<file path="src/design/btgr_pkg.sv">
// ----------------------------------------------------------------------------
// btgr_pkg: shared types and constants of the bitmap text glyph renderer
// Request structs, command and operation codes, configuration defaults and
// the sizes of the internal queues.
// ----------------------------------------------------------------------------
package btgr_pkg;

    localparam int STORE_BYTES_DEF      = 32768;
    localparam int MAX_GLYPH_WIDTH_DEF  = 32;
    localparam int MAX_GLYPH_HEIGHT_DEF = 32;

    // Widest store address over the allowed store sizes.
    localparam int STORE_ADDR_W = 16;
    localparam int MASK_W       = 32;
    localparam int BANK_COUNT   = MASK_W / 8;
    localparam int BANK_SEL_W   = $clog2(BANK_COUNT);

    localparam int CFG_INDEX_W = 3;
    localparam int CFG_DATA_W  = 15;

    localparam int CMD_QUEUE_DEPTH = 2;
    localparam int OUT_QUEUE_DEPTH = 4;
    localparam int OUT_COUNT_W     = $clog2(OUT_QUEUE_DEPTH + 1);

    localparam logic [5:0]  CFG_WIDTH_RST  = 6'd8;
    localparam logic [5:0]  CFG_HEIGHT_RST = 6'd16;
    localparam logic [7:0]  CFG_STRIDE_RST = 8'd16;
    localparam logic [14:0] CFG_BASE_RST   = 15'd32;

    localparam logic [7:0] NEWLINE_CODE = 8'd10;
    localparam logic [7:0] NULL_CODE    = 8'd0;

    typedef enum logic [CFG_INDEX_W-1:0] {
        CFG_GLYPH_WIDTH  = 3'd0,
        CFG_GLYPH_HEIGHT = 3'd1,
        CFG_GLYPH_STRIDE = 3'd2,
        CFG_GLYPH_BASE   = 3'd3
    } t_cfg_index;

    typedef enum logic [1:0] {
        CMD_LOAD   = 2'd0,
        CMD_START  = 2'd1,
        CMD_DRAW   = 2'd2,
        CMD_UNUSED = 2'd3
    } t_command;

    typedef enum logic [1:0] {
        OP_LOAD    = 2'd0,
        OP_START   = 2'd1,
        OP_NEWLINE = 2'd2,
        OP_GLYPH   = 2'd3
    } t_op;

    typedef enum logic {
        BK_IDLE = 1'b0,
        BK_DRAW = 1'b1
    } t_back_state;

    typedef struct packed {
        logic [1:0]         command;
        logic signed [15:0] pos_x;
        logic signed [15:0] pos_y;
        logic [31:0]        ink_color;
        logic [7:0]         char_code;
        logic [14:0]        load_addr;
        logic [7:0]         load_byte;
    } t_in_req;

    typedef struct packed {
        logic signed [15:0] pixel_x;
        logic signed [15:0] pixel_y;
        logic [31:0]        row_mask;
        logic [31:0]        row_color;
        logic               last_row;
    } t_out_req;

    // Effective glyph geometry, width and height already saturated.
    typedef struct packed {
        logic [5:0]  width;
        logic [5:0]  height;
        logic [7:0]  stride;
        logic [14:0] base;
    } t_glyph_cfg;

    typedef struct packed {
        t_op                     op;
        logic [STORE_ADDR_W-1:0] addr;
        logic [7:0]              data_byte;
        logic [15:0]             pos_x;
        logic [15:0]             pos_y;
        logic [31:0]             color;
    } t_op_entry;

endpackage

</file>
<file path="src/design/btgr_front.sv">
// ----------------------------------------------------------------------------
// btgr_front: request decoder
// Accepts input requests, drops null and unused ones, and turns the rest into
// operations for the back end, including the glyph start address.
// ----------------------------------------------------------------------------
module btgr_front (
    input  logic                 i_in_valid,
    output logic                 o_in_stall,
    input  btgr_pkg::t_in_req    i_in_data,
    input  btgr_pkg::t_glyph_cfg i_cfg,
    input  logic                 i_q_full,
    output logic                 o_q_push,
    output btgr_pkg::t_op_entry  o_q_data
);

    import btgr_pkg::*;

    logic                    keep;
    logic [15:0]             glyph_prod;
    logic [STORE_ADDR_W:0]   glyph_sum;
    t_op_entry               entry;

    assign glyph_prod = 16'(i_in_data.char_code) * 16'(i_cfg.stride);
    assign glyph_sum  = (STORE_ADDR_W+1)'(i_cfg.base) + (STORE_ADDR_W+1)'(glyph_prod);

    always_comb begin
        keep            = 1'b0;
        entry.op        = OP_LOAD;
        entry.addr      = STORE_ADDR_W'(i_in_data.load_addr);
        entry.data_byte = i_in_data.load_byte;
        entry.pos_x     = i_in_data.pos_x;
        entry.pos_y     = i_in_data.pos_y;
        entry.color     = i_in_data.ink_color;
        unique case (t_command'(i_in_data.command))
            CMD_LOAD: begin
                keep = 1'b1;
            end
            CMD_START: begin
                keep     = 1'b1;
                entry.op = OP_START;
            end
            CMD_DRAW: begin
                if (i_in_data.char_code == NEWLINE_CODE) begin
                    keep     = 1'b1;
                    entry.op = OP_NEWLINE;
                end else if (i_in_data.char_code != NULL_CODE) begin
                    keep       = 1'b1;
                    entry.op   = OP_GLYPH;
                    entry.addr = glyph_sum[STORE_ADDR_W-1:0];
                end
            end
            CMD_UNUSED: begin
                keep = 1'b0;
            end
        endcase
    end

    assign o_in_stall = i_q_full;
    assign o_q_push   = i_in_valid && !i_q_full && keep;
    assign o_q_data   = entry;

endmodule

</file>
<file path="config.mk">
export PLATFORM = sky130hd
export DESIGN_NAME = btgr_front
export DESIGN_NICKNAME = d
export VERILOG_FILES = /design/src/design/btgr_pkg.sv /design/src/design/btgr_front.sv
export SDC_FILE = /design/constraint.sdc
export NUM_CORES = 1
export LEC_CHECK = 0
export ABC_CLOCK_PERIOD_IN_PS = 10800
export BUFFER_PORTS_ARGS = -buffer_cell sky130_fd_sc_hd__buf_2
export CAP_MARGIN = 20
export CORE_MARGIN = 3
export CORE_UTILIZATION = 40
export DETAILED_ROUTE_END_ITERATION = 10
export PLACE_DENSITY_LB_ADDON = 0.1
export SYNTH_ARGS = -nofsm -noshare
export SYNTH_HDL_FRONTEND = slang
export SYNTH_SLANG_ARGS = --single-unit
</file>
<file path="constraint.sdc">
create_clock -name vclk -period 10.8
set_input_delay 1.08 -clock vclk [all_inputs]
set_output_delay 1.08 -clock vclk [all_outputs]
set_load 0.005 [all_outputs]
</file>
# --- Word level (Yosys, flattened, before mapping) ---
# Cells that the tools add are included.
word_totals:
  output_inout_bits: 92
  ff_bits: 0
  inputBits: 134
  elab_cells: 20
classes:
  mux: 8
  mul: 1
  n_reduce_logical: 6
  n_addsub: 1
  n_eq_ne: 4
ops:
  columns: ["cell", "n"]
  rows:
  - ["16-bit two-way mux", 2]
  - ["18-bit two-way mux", 1]
  - ["15-bit by 16-bit adder with 16-bit output", 1]
  - ["8-bit by 8-bit multiplier with 16-bit output", 1]
  - ["8-bit by 4-bit == test with 1-bit output, second input constant", 1]
  - ["8-bit nonzero test", 1]
  - ["2-bit == test, second input constant", 2]
  - ["2-bit case mux with 2 select lines", 1]
  - ["1-bit case mux with 3 select lines", 1]
  - ["2-bit by 1-bit == test with 1-bit output, second input constant", 1]
  - ["1-bit logical AND", 2]
  - ["2-bit logical NOT", 1]
  - ["1-bit two-way mux", 2]
  - ["2-bit two-way mux", 1]
  - ["2-bit OR reduction", 1]
  - ["1-bit logical NOT", 1]

# --- Longest topological paths before layout ---
depth:
  ltp_word: 5
  depth_mapped: 17
  mapped_depth_nobuf: 16

# --- Worst setup path before layout ---
# OpenSTA, ideal clock, no wires.
synth_path:
  kind: "input to output"
  start: "input port i_in_data[29] (netlist bit)"
  end: "output port o_q_data[87] (netlist bit)"
  required_ns: 9.720
  slack_ns: 4.605
  t_arrival_ns: 5.115
  n_path_buf: 2
  path_stages: 16
  cell_sequence: "clkbuf_1 nand2_1 fa_1 inv_1 fa_1 fa_1 inv_1 fa_1 inv_1 ha_1 buf_2 a211oi_1 nor2_1 o31a_1 or4_1 a21oi_1"
synth_lines:
  columns: ["item", "line", "rtl"]
  rows:
  - ["start: declaration", "btgr_front.sv:9", "input btgr_pkg::t_in_req i_in_data,"]
  - ["end: declaration", "btgr_front.sv:13", "output btgr_pkg::t_op_entry o_q_data"]

==> impl_metrics.csv <==
group,metric,value,unit
run_status,status,"finished clean",
finish,nFillCells,918,
place,routabilityCongestion,0.787,
finish,finalCoreUtilization,0.398,
finish,postLayoutCellArea,3300,sq um
place,post_dp_cell_area,3300,sq um
finish,layout-drive-gt1-share,0.170,
global_route,grt_max_degree,30,
clock_network,cts-resized-gates,0,
finish,finish.net_count,653,
job,cap_violations,0,
yosys,yosys-top-cells-area,"fa_1, buf_4, ha_1, inv_1, nand2_1",
timing,final.min_clock_period,6.43,ns
timing,max_freq,0.156,GHz
detailed_routing,postRouteAntennaNets,0,
floorplan,fp-row-count,33,
setup_path,critical_path.endpoint,"o_q_data[87]",
timing,final_hold_vios,0,
setup_path,biggest_cell_delay_along_the_critical_path,0.51,ns
timing,final.hold.worst_slack,2.16,ns
yosys,post-synth-top-area-fraction,0.291,
timing,tightestPinTransition,0.403,ns
yosys,synthesis.instances,444,
floorplan,core_area,8300,sq um
finish,area_delta_synth_final,-3.97,%
yosys,synth_top_area_cell,"fa_1",
clock_network,cts_hold_buffers,0,
global_route,vias_in_the_first_global_route,2757,
yosys,synth_warnings,0,
yosys,seq_area_frac_synth,0,
detailed_routing,finalWirelength,6740,microns
detailed_routing,drt_iter0_drc,93,
floorplan,die_height,98.7,microns
floorplan,pin_count,226,
place,dp_hpwl,5930,microns
setup_path,cp_slowest_cell,"fa_1",
global_route,global_route.overflow_total,0,
setup_path,worst_setup_path_start_kind,"input pin",
setup_path,timing.critical_path.arrival,5.35,ns
setup_path,critical-path-top-cell-by-count,"fa_1",
power_and_ir_drop,vdd.ir_drop.worst,0.0000842,V
detailed_routing,via_count,2585,
timing,setup_violations,0,
detailed_routing,drt-pass1-iter-count,4,
floorplan,initial_utilization,0.414,
timing,drv_slew,0,
setup_path,crit_start,"i_in_data[29]",
setup_path,timing_worst_setup_path_type,"input pin to primary output",
power_and_ir_drop,leakage,1.89,nW
place,io_buffers,70,
setup_path,timing.critical_path.fanout_max,10,
yosys,postSynthNetCount,666,
floorplan,die-width,98.7,microns
setup_path,path_cells,"buf_2 > nand2_1 > fa_1 > inv_1 > fa_1 > fa_1 > inv_1 > fa_1 > inv_1 > ha_1 > a211oi_1 > nor2_1 > o31a_1 > or4_1 > a21oi_1 > buf_2",
power_and_ir_drop,power-per-cell-area,147,nW/um^2
detailed_routing,avgViaCountPerCell,4.84,
setup_path,timing.critical_path.buf_inv,5,
setup_path,critical-path-top-delay-family,"adder cells",
finish,final-seq-area,0,sq um
timing,tns,0,ns
timing,unrepaired_setup_endpoints_after_global_routing,"false",
floorplan,die_area,9750,sq um
finish,insertedDiodeCount,0,
setup_path,crit_path_end_kind,"primary output",
yosys,synthesized_area_per_cell,7.75,sq um
global_route,first_pass_grt_wire_length,12000,microns
global_route,grt_antenna_before_repair,0,
timing,slew_headroom,0.729,
yosys,yosys.cell_types.count,39,
global_route,global_route.usage.total,0.145,
clock_network,post-cts-setup-buffers,0,
yosys,synth_area,3440,sq um
detailed_routing,drc_errors,0,
finish,num-clock-buffers,0,
setup_path,worstPathRequired,9.72,ns
detailed_routing,wl_per_cell,12.6,microns
timing,min_period_over_period,0.595,
setup_path,cp.depth,16,
power_and_ir_drop,power.total,486,uW
finish,flops_and_latches,0,
min_path,timing.hold.worst.class,"input pin to primary output",
per-layer routing:
layer / track usage / vias up / share of wire
met1: 0.171 / 1238 / 0.41
met2: 0.280 / 86 / 0.51
met5: 0 / - / 0
met4: 0.0179 / 0 / 0.012
met3: 0.0241 / 8 / 0.066
li1: - / 1253 / -
kinds of logic after synthesis:
logic type	after synthesis	synth area share
buf+inv	188	0.293
compound gates	44	0.0924
simple gates	116	0.165
fa+ha+maj	88	0.429
xor+xnor	8	0.0204
layout make-up:
class / count / area [sq um] / area share
timing repair buffer: 71 / 358 / 0.108
tap: 105 / 131 / 0.0398
inverter: 102 / 383 / 0.116
multi-input combinational: 256 / 2430 / 0.736
power breakdown:
group / total (mW) / leakage [nW] / switching, mW / internal [mW]
clock network: 0 / 0 / 0 / 0
logic: 0.486 / 1.89 / 0.280 / 0.206
registers: 0 / 0 / 0 / 0
worst min-delay path by stage:
stage,start,endpoint,slack [ns],cells past startpoint
after floorplan,i_q_full,o_q_push,2.20,1
after global placement,i_in_data[31],o_q_data[0],2.16,0
after detailed placement,i_in_data[31],o_q_data[0],2.16,0
after CTS,i_in_data[31],o_q_data[0],2.16,0
after global routing,i_in_data[52],o_q_data[21],2.16,0
final,i_in_data[51],o_q_data[20],2.16,0
stage by stage:
| step | cells | worst slack [ns] |
|---|---|---|
| floorplan | 444 | 4.61 |
| global placement | 534 | 4.35 |
| finish | 534 | 4.37 |
| detailed placement | 534 | 4.37 |
| CTS | 534 | 4.36 |
| global route | 534 | 4.12 |
Yosys cell counts (all sizes together) (2+ instances only):
| cell | count |
|---|---|
| nand2 | 60 |
| a31oi | 2 |
| a21o | 4 |
| o21ai | 10 |
| inv | 102 |
| xor2 | 3 |
| nor2b | 2 |
| clkbuf | 7 |
| o31ai | 5 |
| fa | 50 |
| buf | 79 |
| o21a | 5 |
| xnor2 | 5 |
| o31a | 2 |
| nand3 | 4 |
| and2 | 33 |
| nor2 | 3 |
| nor3 | 5 |
| a21oi | 7 |
| or4 | 2 |
| nand4 | 2 |
| ha | 38 |
cell usage in the layout (no fill, tap or decap), types with 2 or more instances in the layout:
| cell type | n |
|---|---|
| nand2_1 | 60 |
| a21oi_1 | 7 |
| ha_1 | 38 |
| o21a_1 | 5 |
| o31a_1 | 2 |
| a21o_1 | 4 |
| o21ai_0 | 10 |
| and2_1 | 33 |
| nor2_1 | 3 |
| inv_1 | 102 |
| nand3_1 | 4 |
| xnor2_1 | 5 |
| nor3_1 | 5 |
| nor2b_1 | 2 |
| xor2_1 | 3 |
| buf_2 | 70 |
| a31oi_1 | 2 |
| fa_1 | 50 |
| nand4_1 | 2 |
| o31ai_1 | 5 |
No activity file was read; power rests on OpenSTA's default activity.
