--- src/design/btgr_fifo.sv ---
// ----------------------------------------------------------------------------
// btgr_fifo: small synchronous queue
// Register-based FIFO used between the front and back and on the result side.
// ----------------------------------------------------------------------------
module btgr_fifo #(
    parameter type T     = logic,
    parameter int  DEPTH = 2
) (
    input  logic                       i_clk,
    input  logic                       i_rst_n,
    input  logic                       i_push,
    input  T                           i_data,
    input  logic                       i_pop,
    output T                           o_data,
    output logic                       o_empty,
    output logic                       o_full,
    output logic [$clog2(DEPTH+1)-1:0] o_count
);

    localparam int PW = (DEPTH > 1) ? $clog2(DEPTH) : 1;
    localparam int CW = $clog2(DEPTH + 1);

    T              r_mem [DEPTH];
    logic [PW-1:0] r_wr;
    logic [PW-1:0] r_rd;
    logic [CW-1:0] r_count;
    logic          push_ok;
    logic          pop_ok;

    assign o_empty = (r_count == '0);
    assign o_full  = (r_count == CW'(DEPTH));
    assign o_count = r_count;
    assign o_data  = r_mem[r_rd];
    assign push_ok = i_push && !o_full;
    assign pop_ok  = i_pop && !o_empty;

    always_ff @(posedge i_clk) begin
        if (!i_rst_n) begin
            r_wr    <= '0;
            r_rd    <= '0;
            r_count <= '0;
        end else begin
            if (push_ok) begin
                r_wr <= (r_wr == PW'(DEPTH - 1)) ? '0 : r_wr + 1'b1;
            end
            if (pop_ok) begin
                r_rd <= (r_rd == PW'(DEPTH - 1)) ? '0 : r_rd + 1'b1;
            end
            if (push_ok && !pop_ok) begin
                r_count <= r_count + 1'b1;
            end else if (pop_ok && !push_ok) begin
                r_count <= r_count - 1'b1;
            end
        end
    end

    always_ff @(posedge i_clk) begin
        if (push_ok) begin
            r_mem[r_wr] <= i_data;
        end
    end

endmodule

--- config.mk ---
export PLATFORM = sky130hd
export DESIGN_NAME = btgr_fifo
export DESIGN_NICKNAME = d
export VERILOG_FILES = /design/src/design/btgr_fifo.sv
export SDC_FILE = /design/constraint.sdc
export NUM_CORES = 1
export LEC_CHECK = 0
export ABC_AREA = 1
export ABC_CLOCK_PERIOD_IN_PS = 2310
export BUFFER_PORTS_ARGS = -buffer_cell sky130_fd_sc_hd__buf_4
export CAP_MARGIN = 25
export CELL_PAD_IN_SITES_DETAIL_PLACEMENT = 0
export CELL_PAD_IN_SITES_GLOBAL_PLACEMENT = 2
export CORE_AREA = 2 2 39 41
export CTS_BUF_LIST = sky130_fd_sc_hd__clkbuf_8
export DETAILED_ROUTE_END_ITERATION = 7
export DIE_AREA = 0 0 41 43
export PLACE_DENSITY_LB_ADDON = 0.12
export SLEW_MARGIN = 20
export SYNTH_ARGS = -nofsm -noshare
export SYNTH_HDL_FRONTEND = slang
export SYNTH_SLANG_ARGS = --single-unit
--- constraint.sdc ---
create_clock -name i_clk -period 2.31 [get_ports i_clk]
set_input_delay 0.3465 -clock i_clk [delete_from_list [all_inputs] [get_ports i_clk]]
set_output_delay 0.3465 -clock i_clk [all_outputs]
set_load 0.01 [all_outputs]
; Yosys cells after proc, flatten, opt, wreduce, memory -nomap -nowiden
; Memories as Yosys holds them, arrays and structs flattened. A register that Yosys moved wholly into a read port is not among the register bits.
; Index checks and enable logic that the tools add are counted.
[word_totals]
ff_bits = 4
latch_bits = 0
ram_bits = 2
romBits = 0
inputBits = 5
out_inout_bits = 5
word_cells = 27
n_memories = 1
[op_classes]
addsub = 4
multipliers = 0
div_mod_pow = 0
order_cmp = 0
n_eq_ne = 1
shifts = 0
muxes = 8
bitwise = 0
reduce_logical = 10
[memory_table]
columns = name, words, width, rd, rd_ports_with_merged_regs, wr, line
row1 = r_mem, 2, 1, 1, 1, 1, 23  ; T r_mem [DEPTH];
[ops]
columns = cell, n
row1 = 1-bit 2-to-1 mux, 6
row2 = 1-bit logical AND, 4
row3 = 1-bit logical NOT, 4
row4 = 2-bit 2-to-1 mux, 2
row5 = 1-bit adder (second input constant), 2
row6 = 2-bit by 1-bit adder with 2-bit output (second input constant), 1
row7 = 2-bit equality test (second input constant), 1
row8 = 2-bit logical NOT, 1
row9 = 2-bit nonzero test, 1
row10 = 2-bit by 1-bit subtractor with 2-bit output (second input constant), 1

; Logic depth before layout (Yosys ltp)
; Gate-level depths: netlist of the first run.
[logic_depth]
depth_word = 7
mapped_depth = 10
mapped_depth_nobuf = 10

; Least setup slack after synthesis of the first run
; OpenSTA, ideal clock, no wires.
[synth_timing]
path_type = register -> register
from = register r_count[0], in the netlist o_count[0]
to = register r_count[1], in the netlist o_count[1]
setup_time_ns = 0.064
t_arrival_ns = 1.339
required_ns = 2.246
slack_ns = 0.907
stages_incl_launch_ff = 10
n_path_buf = 0
period_less_slack_ns = 1.403
path_cell_list = dfxtp_1 > nor2_1 > nor2_2 > inv_1 > ha_1 > inv_1 > nand3_1 > nand2_1 > inv_1 > nor2_1
[synth_via]
elab_chain_len = 6
[synth_lines]
columns = item, line
row1 = "start, declared", 26  ; logic [CW-1:0] r_count;
row2 = "start signal, assigned", 50  ; r_count <= r_count + 1'b1;
row3 = "start signal, assigned", 52  ; r_count <= r_count - 1'b1;
row4 = 2-bit logical NOT *, 30  ; assign o_empty = (r_count == '0);
row5 = named net o_empty, 15  ; output logic o_empty,
row6 = 1-bit logical NOT *, 35  ; assign pop_ok = i_pop && !o_empty;
row7 = 1-bit logical AND *, 35
row8 = 1-bit logical NOT, 49  ; if (push_ok && !pop_ok) begin
row9 = 1-bit logical AND, 49
row10 = 2-bit 2-to-1 mux or 2-bit nonzero test (tied branches), --
; The timed path passes the listed nets; every way through them passes the cells marked *. The select of a mux whose other input is x is not followed.
; A chain may end at the register's enable or synchronous reset.

; Final worst setup path of the first run
[layout_timing]
from = register r_count[1], in the netlist o_count[1]
to = register r_count[1], in the netlist o_count[1]
[layout_via]
elab_chain_len = 6
[layout_lines]
columns = item, line
row1 = 2-bit equality test *, 31  ; assign o_full = (r_count == CW'(DEPTH));
row2 = 1-bit logical NOT *, 34  ; assign push_ok = i_push && !o_full;
row3 = 1-bit logical AND *, 34
row4 = named net push_ok, 27  ; logic push_ok;
row5 = 1-bit logical NOT, 51  ; end else if (pop_ok && !push_ok) begin
row6 = 1-bit logical AND, 51
row7 = 2-bit nonzero test (no source line), --
; Marked as above.

==> results of run 1 <==
## final timing paths
path / cells past startpoint / slack (ns) / endpoint
max: 9 / 0.87 / o_count[1]$_SDFFE_PN0P_
min: 1 / 0.32 / r_mem[1]$_DFFE_PP_
max reg2reg: 9 / 0.87 / o_count[1]$_SDFFE_PN0P_
min reg2reg: 2 / 0.50 / r_rd$_SDFFE_PN0P_
## worst reg2reg max path, stage by stage, from the launching register on
cell and delay, ns:
dfxtp_1 0.36, inv_1 0.10, o21ai_2 0.18, inv_1 0.09, ha_1 0.32, inv_1 0.08
nand3_1 0.08, nand2_1 0.06, inv_1 0.04, nor2_1 0.08
## through the flow
stage	setup slack (ns)	cells	hold slack, ns
floorplan	0.907	41	0.445
global placement	0.885	66	0.480
detailed placement	0.851	66	0.492
CTS	0.835	70	0.313
global route	0.750	70	0.312
finish	0.868	70	0.316
## synth_stat cells, drive strengths merged
| cell | number |
|---|---|
| nand3 | 1 |
| dfxtp | 5 |
| o21ai | 3 |
| inv | 9 |
| edfxtp | 2 |
| mux2 | 1 |
| nand4 | 1 |
| nand2 | 6 |
| nor2 | 11 |
| a21oi | 1 |
| ha | 1 |
## report_power, final
part           internal [W]  switching, W
Combinational      0.000105      0.000124
Clock              0.000114     0.0000467
Sequential         0.000163     0.0000300
Total              0.000382      0.000201
## layout by cell type, fill, tap and decap left out
| cell | instances |
|---|---|
| o21ai_0 | 2 |
| mux2_2 | 1 |
| clkbuf_8 | 3 |
| dfxtp_1 | 5 |
| a21oi_1 | 1 |
| nand2_1 | 6 |
| inv_2 | 1 |
| nand4_1 | 1 |
| o21ai_2 | 1 |
| inv_1 | 9 |
| buf_4 | 9 |
| edfxtp_1 | 2 |
| nor2_2 | 1 |
| nor2_1 | 10 |
| ha_1 | 1 |
| nand3_1 | 1 |
## cell families after synthesis
| logic type | Yosys count | synth area share, % |
|---|---|---|
| AND/OR/NAND/NOR | 19 | 24.3 |
| buffers and inverters | 9 | 10.6 |
| flip-flops | 7 | 50.2 |
| AO/OA/AOI/OAI | 4 | 7.45 |
| multiplexers | 1 | 3.53 |
| adder cells (fa/ha/maj) | 1 | 3.92 |
## area by class of cell
class / instances / share of cell area, %
clock buffer: 3 / 9.14
clock inverter: 1 / 0.831
inverter: 9 / 7.48
multi-input combinational: 25 / 27.7
sequential: 7 / 35.5
tap: 16 / 4.43
timing repair buffer: 9 / 15.0
## layer usage
layer	part of all wire, %	vias to the layer above	global-route usage (%)	wire (um)
met5	0	-	0	0
met3	8.7	2	3.66	51
met4	1.5	0	6.00	9
li1	-	151	-	-
met1	42	117	8.74	247
met2	47	9	12.2	279
==> results.py, run 1 <==
metrics = {
    "place": {
        "dp.final_hpwl_um": 483,
        "io_buffer_count": 9,
        "gp_congestion": 0.625,
        "placed_area_um2": 407,
    },
    "yosys": {
        "synth_nets": 47,
        "synthTopCellsByArea": "dfxtp_1 (31%), edfxtp_1 (19%), nor2_1 (12%), inv_1 (9.4%), nand2_1 (7.1%)",
        "ys_types": 14,
        "avgSynthCellArea_um2": 7.78,
        "synth_top_area_share_pct": 31.4,
        "synth-seq-area-share_pct": 50.2,
        "synth_largest_area_cell": "dfxtp_1",
        "synth_cells": 41,
        "postSynthRegisterBits": 7,
        "synth_warnings": 0,
        "synth_area_um2": 319,
    },
    "timing": {
        "setup_tns_ns": 0,
        "fmax_mhz": 693,
        "worst_slew_pin_slew_ns": 0.239,
        "slew_headroom_pct": 84.1,
        "final.period_utilization_pct": 62.4,
        "skew_ns": 0.00299,
        "finalHoldViolations": 0,
        "rsz0062_at_grt": "no",
        "final.min_clock_period_ns": 1.44,
        "slew_viol_final": 0,
        "setup_violations": 0,
    },
    "cts": {
        "clk_latency_ns": 0.22,
        "clockBufferDepth": 2,
        "clk_pin_slew_ns": 0.04,
        "postCtsSetupBuffers": 0,
        "cts.sinks": 7,
        "h-tree-depth": 1,
        "cts_buffers": 3,
        "cts_hold_buffers": 0,
        "cts_tree": "built",
        "cts-resized-gates": 0,
        "clockRootBuffer": "clkbuf_8",
    },
    "floorplan": {
        "die-area_um2": 1760,
        "start_util_pct": 23.1,
        "chipWidth_um": 41,
        "ios": 10,
        "die_h_um": 43,
        "coreArea_um2": 1380,
        "fp-row-count": 14,
    },
    "run_status": {
        "run_status": "finished clean",
    },
    "global_route": {
        "grt.overflow.total": 0,
        "grt_max_degree": 7,
        "grt_usage_pct": 8.25,
        "antenna_found_initial": 0,
        "grt_pass1_vias": 268,
        "grt_pass1_wl_um": 938,
    },
    "power": {
        "vdd_ir_drop_max_uv": 353,
        "total_power_w": 0.000583,
        "power_density_nw_per_um2": 1290,
        "p_leak_nw": 0.224,
    },
    "worst_hold_path": {
        "hold_start": "i_data",
        "holdCritPathClass": "in -> reg",
    },
    "worst_setup_path": {
        "r2r-start": "o_count[1]$_SDFFE_PN0P_",
        "crit_type": "reg -> reg",
        "slowest_stage": "dfxtp_1",
        "slowest_delay_ns": 0.36,
        "crit_chain": "inv_1 -> o21ai_2 -> inv_1 -> ha_1 -> inv_1 -> nand3_1 -> nand2_1 -> inv_1 -> nor2_1",
        "worstSetupStartpoint": "o_count[1]$_SDFFE_PN0P_",
        "crit_required_ns": 2.47,
        "crit_arrival_ns": 1.60,
        "crit_path_frequent_cell": "inv_1",
        "crit_buf_inv": 4,
        "crit_family": "flip-flops",
        "end_kind": "register",
        "startpoint_type": "register",
        "cp_max_fo": 4,
    },
    "drt": {
        "drc": 0,
        "routedWlPerCell_um": 8.40,
        "drt_first_pass_iters": 4,
        "antenna_left": 0,
        "num_vias": 279,
        "drt_iter0_markers": 5,
        "routed_via_density": 3.99,
        "wl_um": 588,
    },
    "layout": {
        "postLayoutCoreUtil_pct": 32.6,
        "area_delta_synth_final_pct": 41.6,
        "insertedDiodeCount": 0,
        "multiInputGateArea_um2": 125,
        "drive_gt1_share_pct": 29.6,
        "layout.nets": 61,
        "final_area_um2": 452,
        "regArea_um2": 160,
        "fillCellCount": 157,
    },
    "job": {
        "maxCapViolations": 0,
    },
}
Power figures use the tool's default switching activity.
==> run 2: changes to the inputs <==
- ABC_CLOCK_PERIOD_IN_PS: 2310 -> 1400
- clock period: 2.31 -> 1.4 ns (I/O delays scaled with it)
==> results.py, run 2 (synthesized netlist as in run 1, its figures left out) <==
metrics = {
    "global_route": {
        "grt.overflow.total": 0,
        "antenna_found_initial": 0,
        "grt_pass1_vias": 308,
        "grt_max_degree": 7,
        "grt_usage_pct": 10.7,
        "grt_pass1_wl_mm": 1.19,
    },
    "worst_setup_path": {
        "end_kind": "register",
        "cp_max_fo": 6,
        "crit_required_ns": 1.52,
        "slowest_delay_ns": 0.37,
        "crit_arrival_ns": 1.42,
        "startpoint_type": "register",
        "crit_buf_inv": 3,
        "crit_family": "flip-flops",
        "crit_path_frequent_cell": "inv_1",
        "crit_chain": "nor2_1 -> nor2_2 -> inv_1 -> ha_4 -> inv_1 -> nand3_1 -> nand2_1 -> inv_1 -> nor2_1",
        "crit_type": "reg -> reg",
        "slowest_stage": "dfxtp_4",
    },
    "cts": {
        "clockRootBuffer": "clkbuf_8",
        "clk_pin_slew_ns": 0.04,
        "postCtsSetupBuffers": 0,
        "clockBufferDepth": 2,
        "clk_latency_ns": 0.22,
        "cts-resized-gates": 1,
        "cts_buffers": 3,
        "h-tree-depth": 1,
        "cts.sinks": 7,
        "cts_hold_buffers": 0,
        "cts_tree": "built",
    },
    "timing": {
        "slew_viol_final": 0,
        "setup_ws_ns": 0.0990,
        "skew_ns": 0.00115,
        "slew_headroom_pct": 88.2,
        "setup_violations": 0,
        "final.min_clock_period_ns": 1.30,
        "rsz0062_at_grt": "no",
        "worst_slew_pin_slew_ns": 0.176,
        "final.period_utilization_pct": 92.9,
        "holdWs_ns": 0.172,
        "fmax_mhz": 769,
        "finalHoldViolations": 0,
        "setup_tns_ns": 0,
    },
    "layout": {
        "postLayoutCoreUtil_pct": 35.0,
        "area_delta_synth_final_pct": 51.8,
        "insertedDiodeCount": 0,
        "final_common_cell": "buf_4",
        "layout.nets": 63,
        "final_cell_mix": "buf_4 (11), nor2_1 (10), inv_1 (9), nand2_1 (6)",
        "finalNonFillerCells": 72,
        "fillCellCount": 152,
        "drive_gt1_share_pct": 37.5,
    },
    "floorplan": {
        "chipWidth_um": 41,
        "die-area_um2": 1760,
        "die_h_um": 43,
        "fp-row-count": 14,
        "start_util_pct": 23.1,
        "coreArea_um2": 1380,
        "ios": 10,
    },
    "place": {
        "dp_cells": 68,
        "dp.final_hpwl_um": 523,
        "gp_congestion": 0.648,
        "io_buffer_count": 9,
        "place_ws_ns": 0.0222,
    },
    "drt": {
        "drt-met1-wl_um": 271,
        "routedWlPerCell_um": 9.25,
        "wl_um": 666,
        "highest-signal-layer": "met3",
        "route.met2.wl_um": 343,
        "num_vias": 298,
        "met3_wirelength_um": 51,
        "drc": 0,
        "drt_first_pass_iters": 4,
        "drt_iter0_markers": 7,
        "routed_via_density": 4.14,
        "antenna_left": 0,
    },
    "run_status": {
        "run_status": "finished clean",
    },
    "job": {
        "maxCapViolations": 0,
    },
    "power": {
        "vdd_ir_drop_max_uv": 603,
        "power_density_nw_per_um2": 2160,
        "p_leak_nw": 0.236,
    },
    "worst_hold_path": {
        "holdCritPathClass": "in -> reg",
    },
}
[run 2: cell types whose count changed in the layout (fill, tap and decap cells not counted)]
cell     previous run  this run
dfxtp_1             5         3
ha_1                1         0
dfxtp_4             0         1
dfxtp_2             0         1
buf_4               9        11
ha_4                0         1
[run 2: final timing paths]
path	start	endpoint	slack, ns	cells after the start
setup / recovery	o_count[0]$_SDFFE_PN0P_	o_count[1]$_SDFFE_PN0P_	0.1	9
hold / removal	i_data	r_mem[0]$_DFFE_PP_	0.17	1
setup reg to reg	o_count[0]$_SDFFE_PN0P_	o_count[1]$_SDFFE_PN0P_	0.1	9
hold reg to reg	r_wr$_SDFFE_PN0P_	r_wr$_SDFFE_PN0P_	0.49	2
[run 2: per-stage QoR]
step,cell area [um2],total power [W]
2_1_floorplan,320,0.000555
3_3_place_gp,423,0.000734
3_5_place_dp,423,0.000744
4_1_cts,480,0.00106
5_1_grt,484,0.00115
6_report,484,0.00104
[run 2: report_power, final]
| group | internal, W | leakage (nW) | total [W] | switching [W] |
|---|---|---|---|---|
| Clock | 0.000189 | 0.0269 | 0.000272 | 0.0000830 |
| Sequential | 0.000280 | 0.0610 | 0.000326 | 0.0000457 |
| Combinational | 0.000215 | 0.148 | 0.000446 | 0.000231 |
| Total | 0.000684 | 0.236 | 0.00104 | 0.000360 |
[run 2: per-layer routing]
| layer | global-route usage (%) | vias to the layer above |
|---|---|---|
| met3 | 5.24 | 0 |
| met4 | 8.00 | 0 |
| met5 | 0 | - |
| met2 | 15.0 | 11 |
| li1 | - | 154 |
| met1 | 11.6 | 133 |
[run 2: cell type report]
class                      instances  area, um2  share of cell area (%)
tap                               16       20.0                    4.13
inverter                           9       33.8                    6.98
sequential                         7        165                    34.1
timing repair buffer              11       82.6                    17.1
multi-input combinational         25        138                    28.4
clock inverter                     1       3.75                   0.775
clock buffer                       3       41.3                    8.53
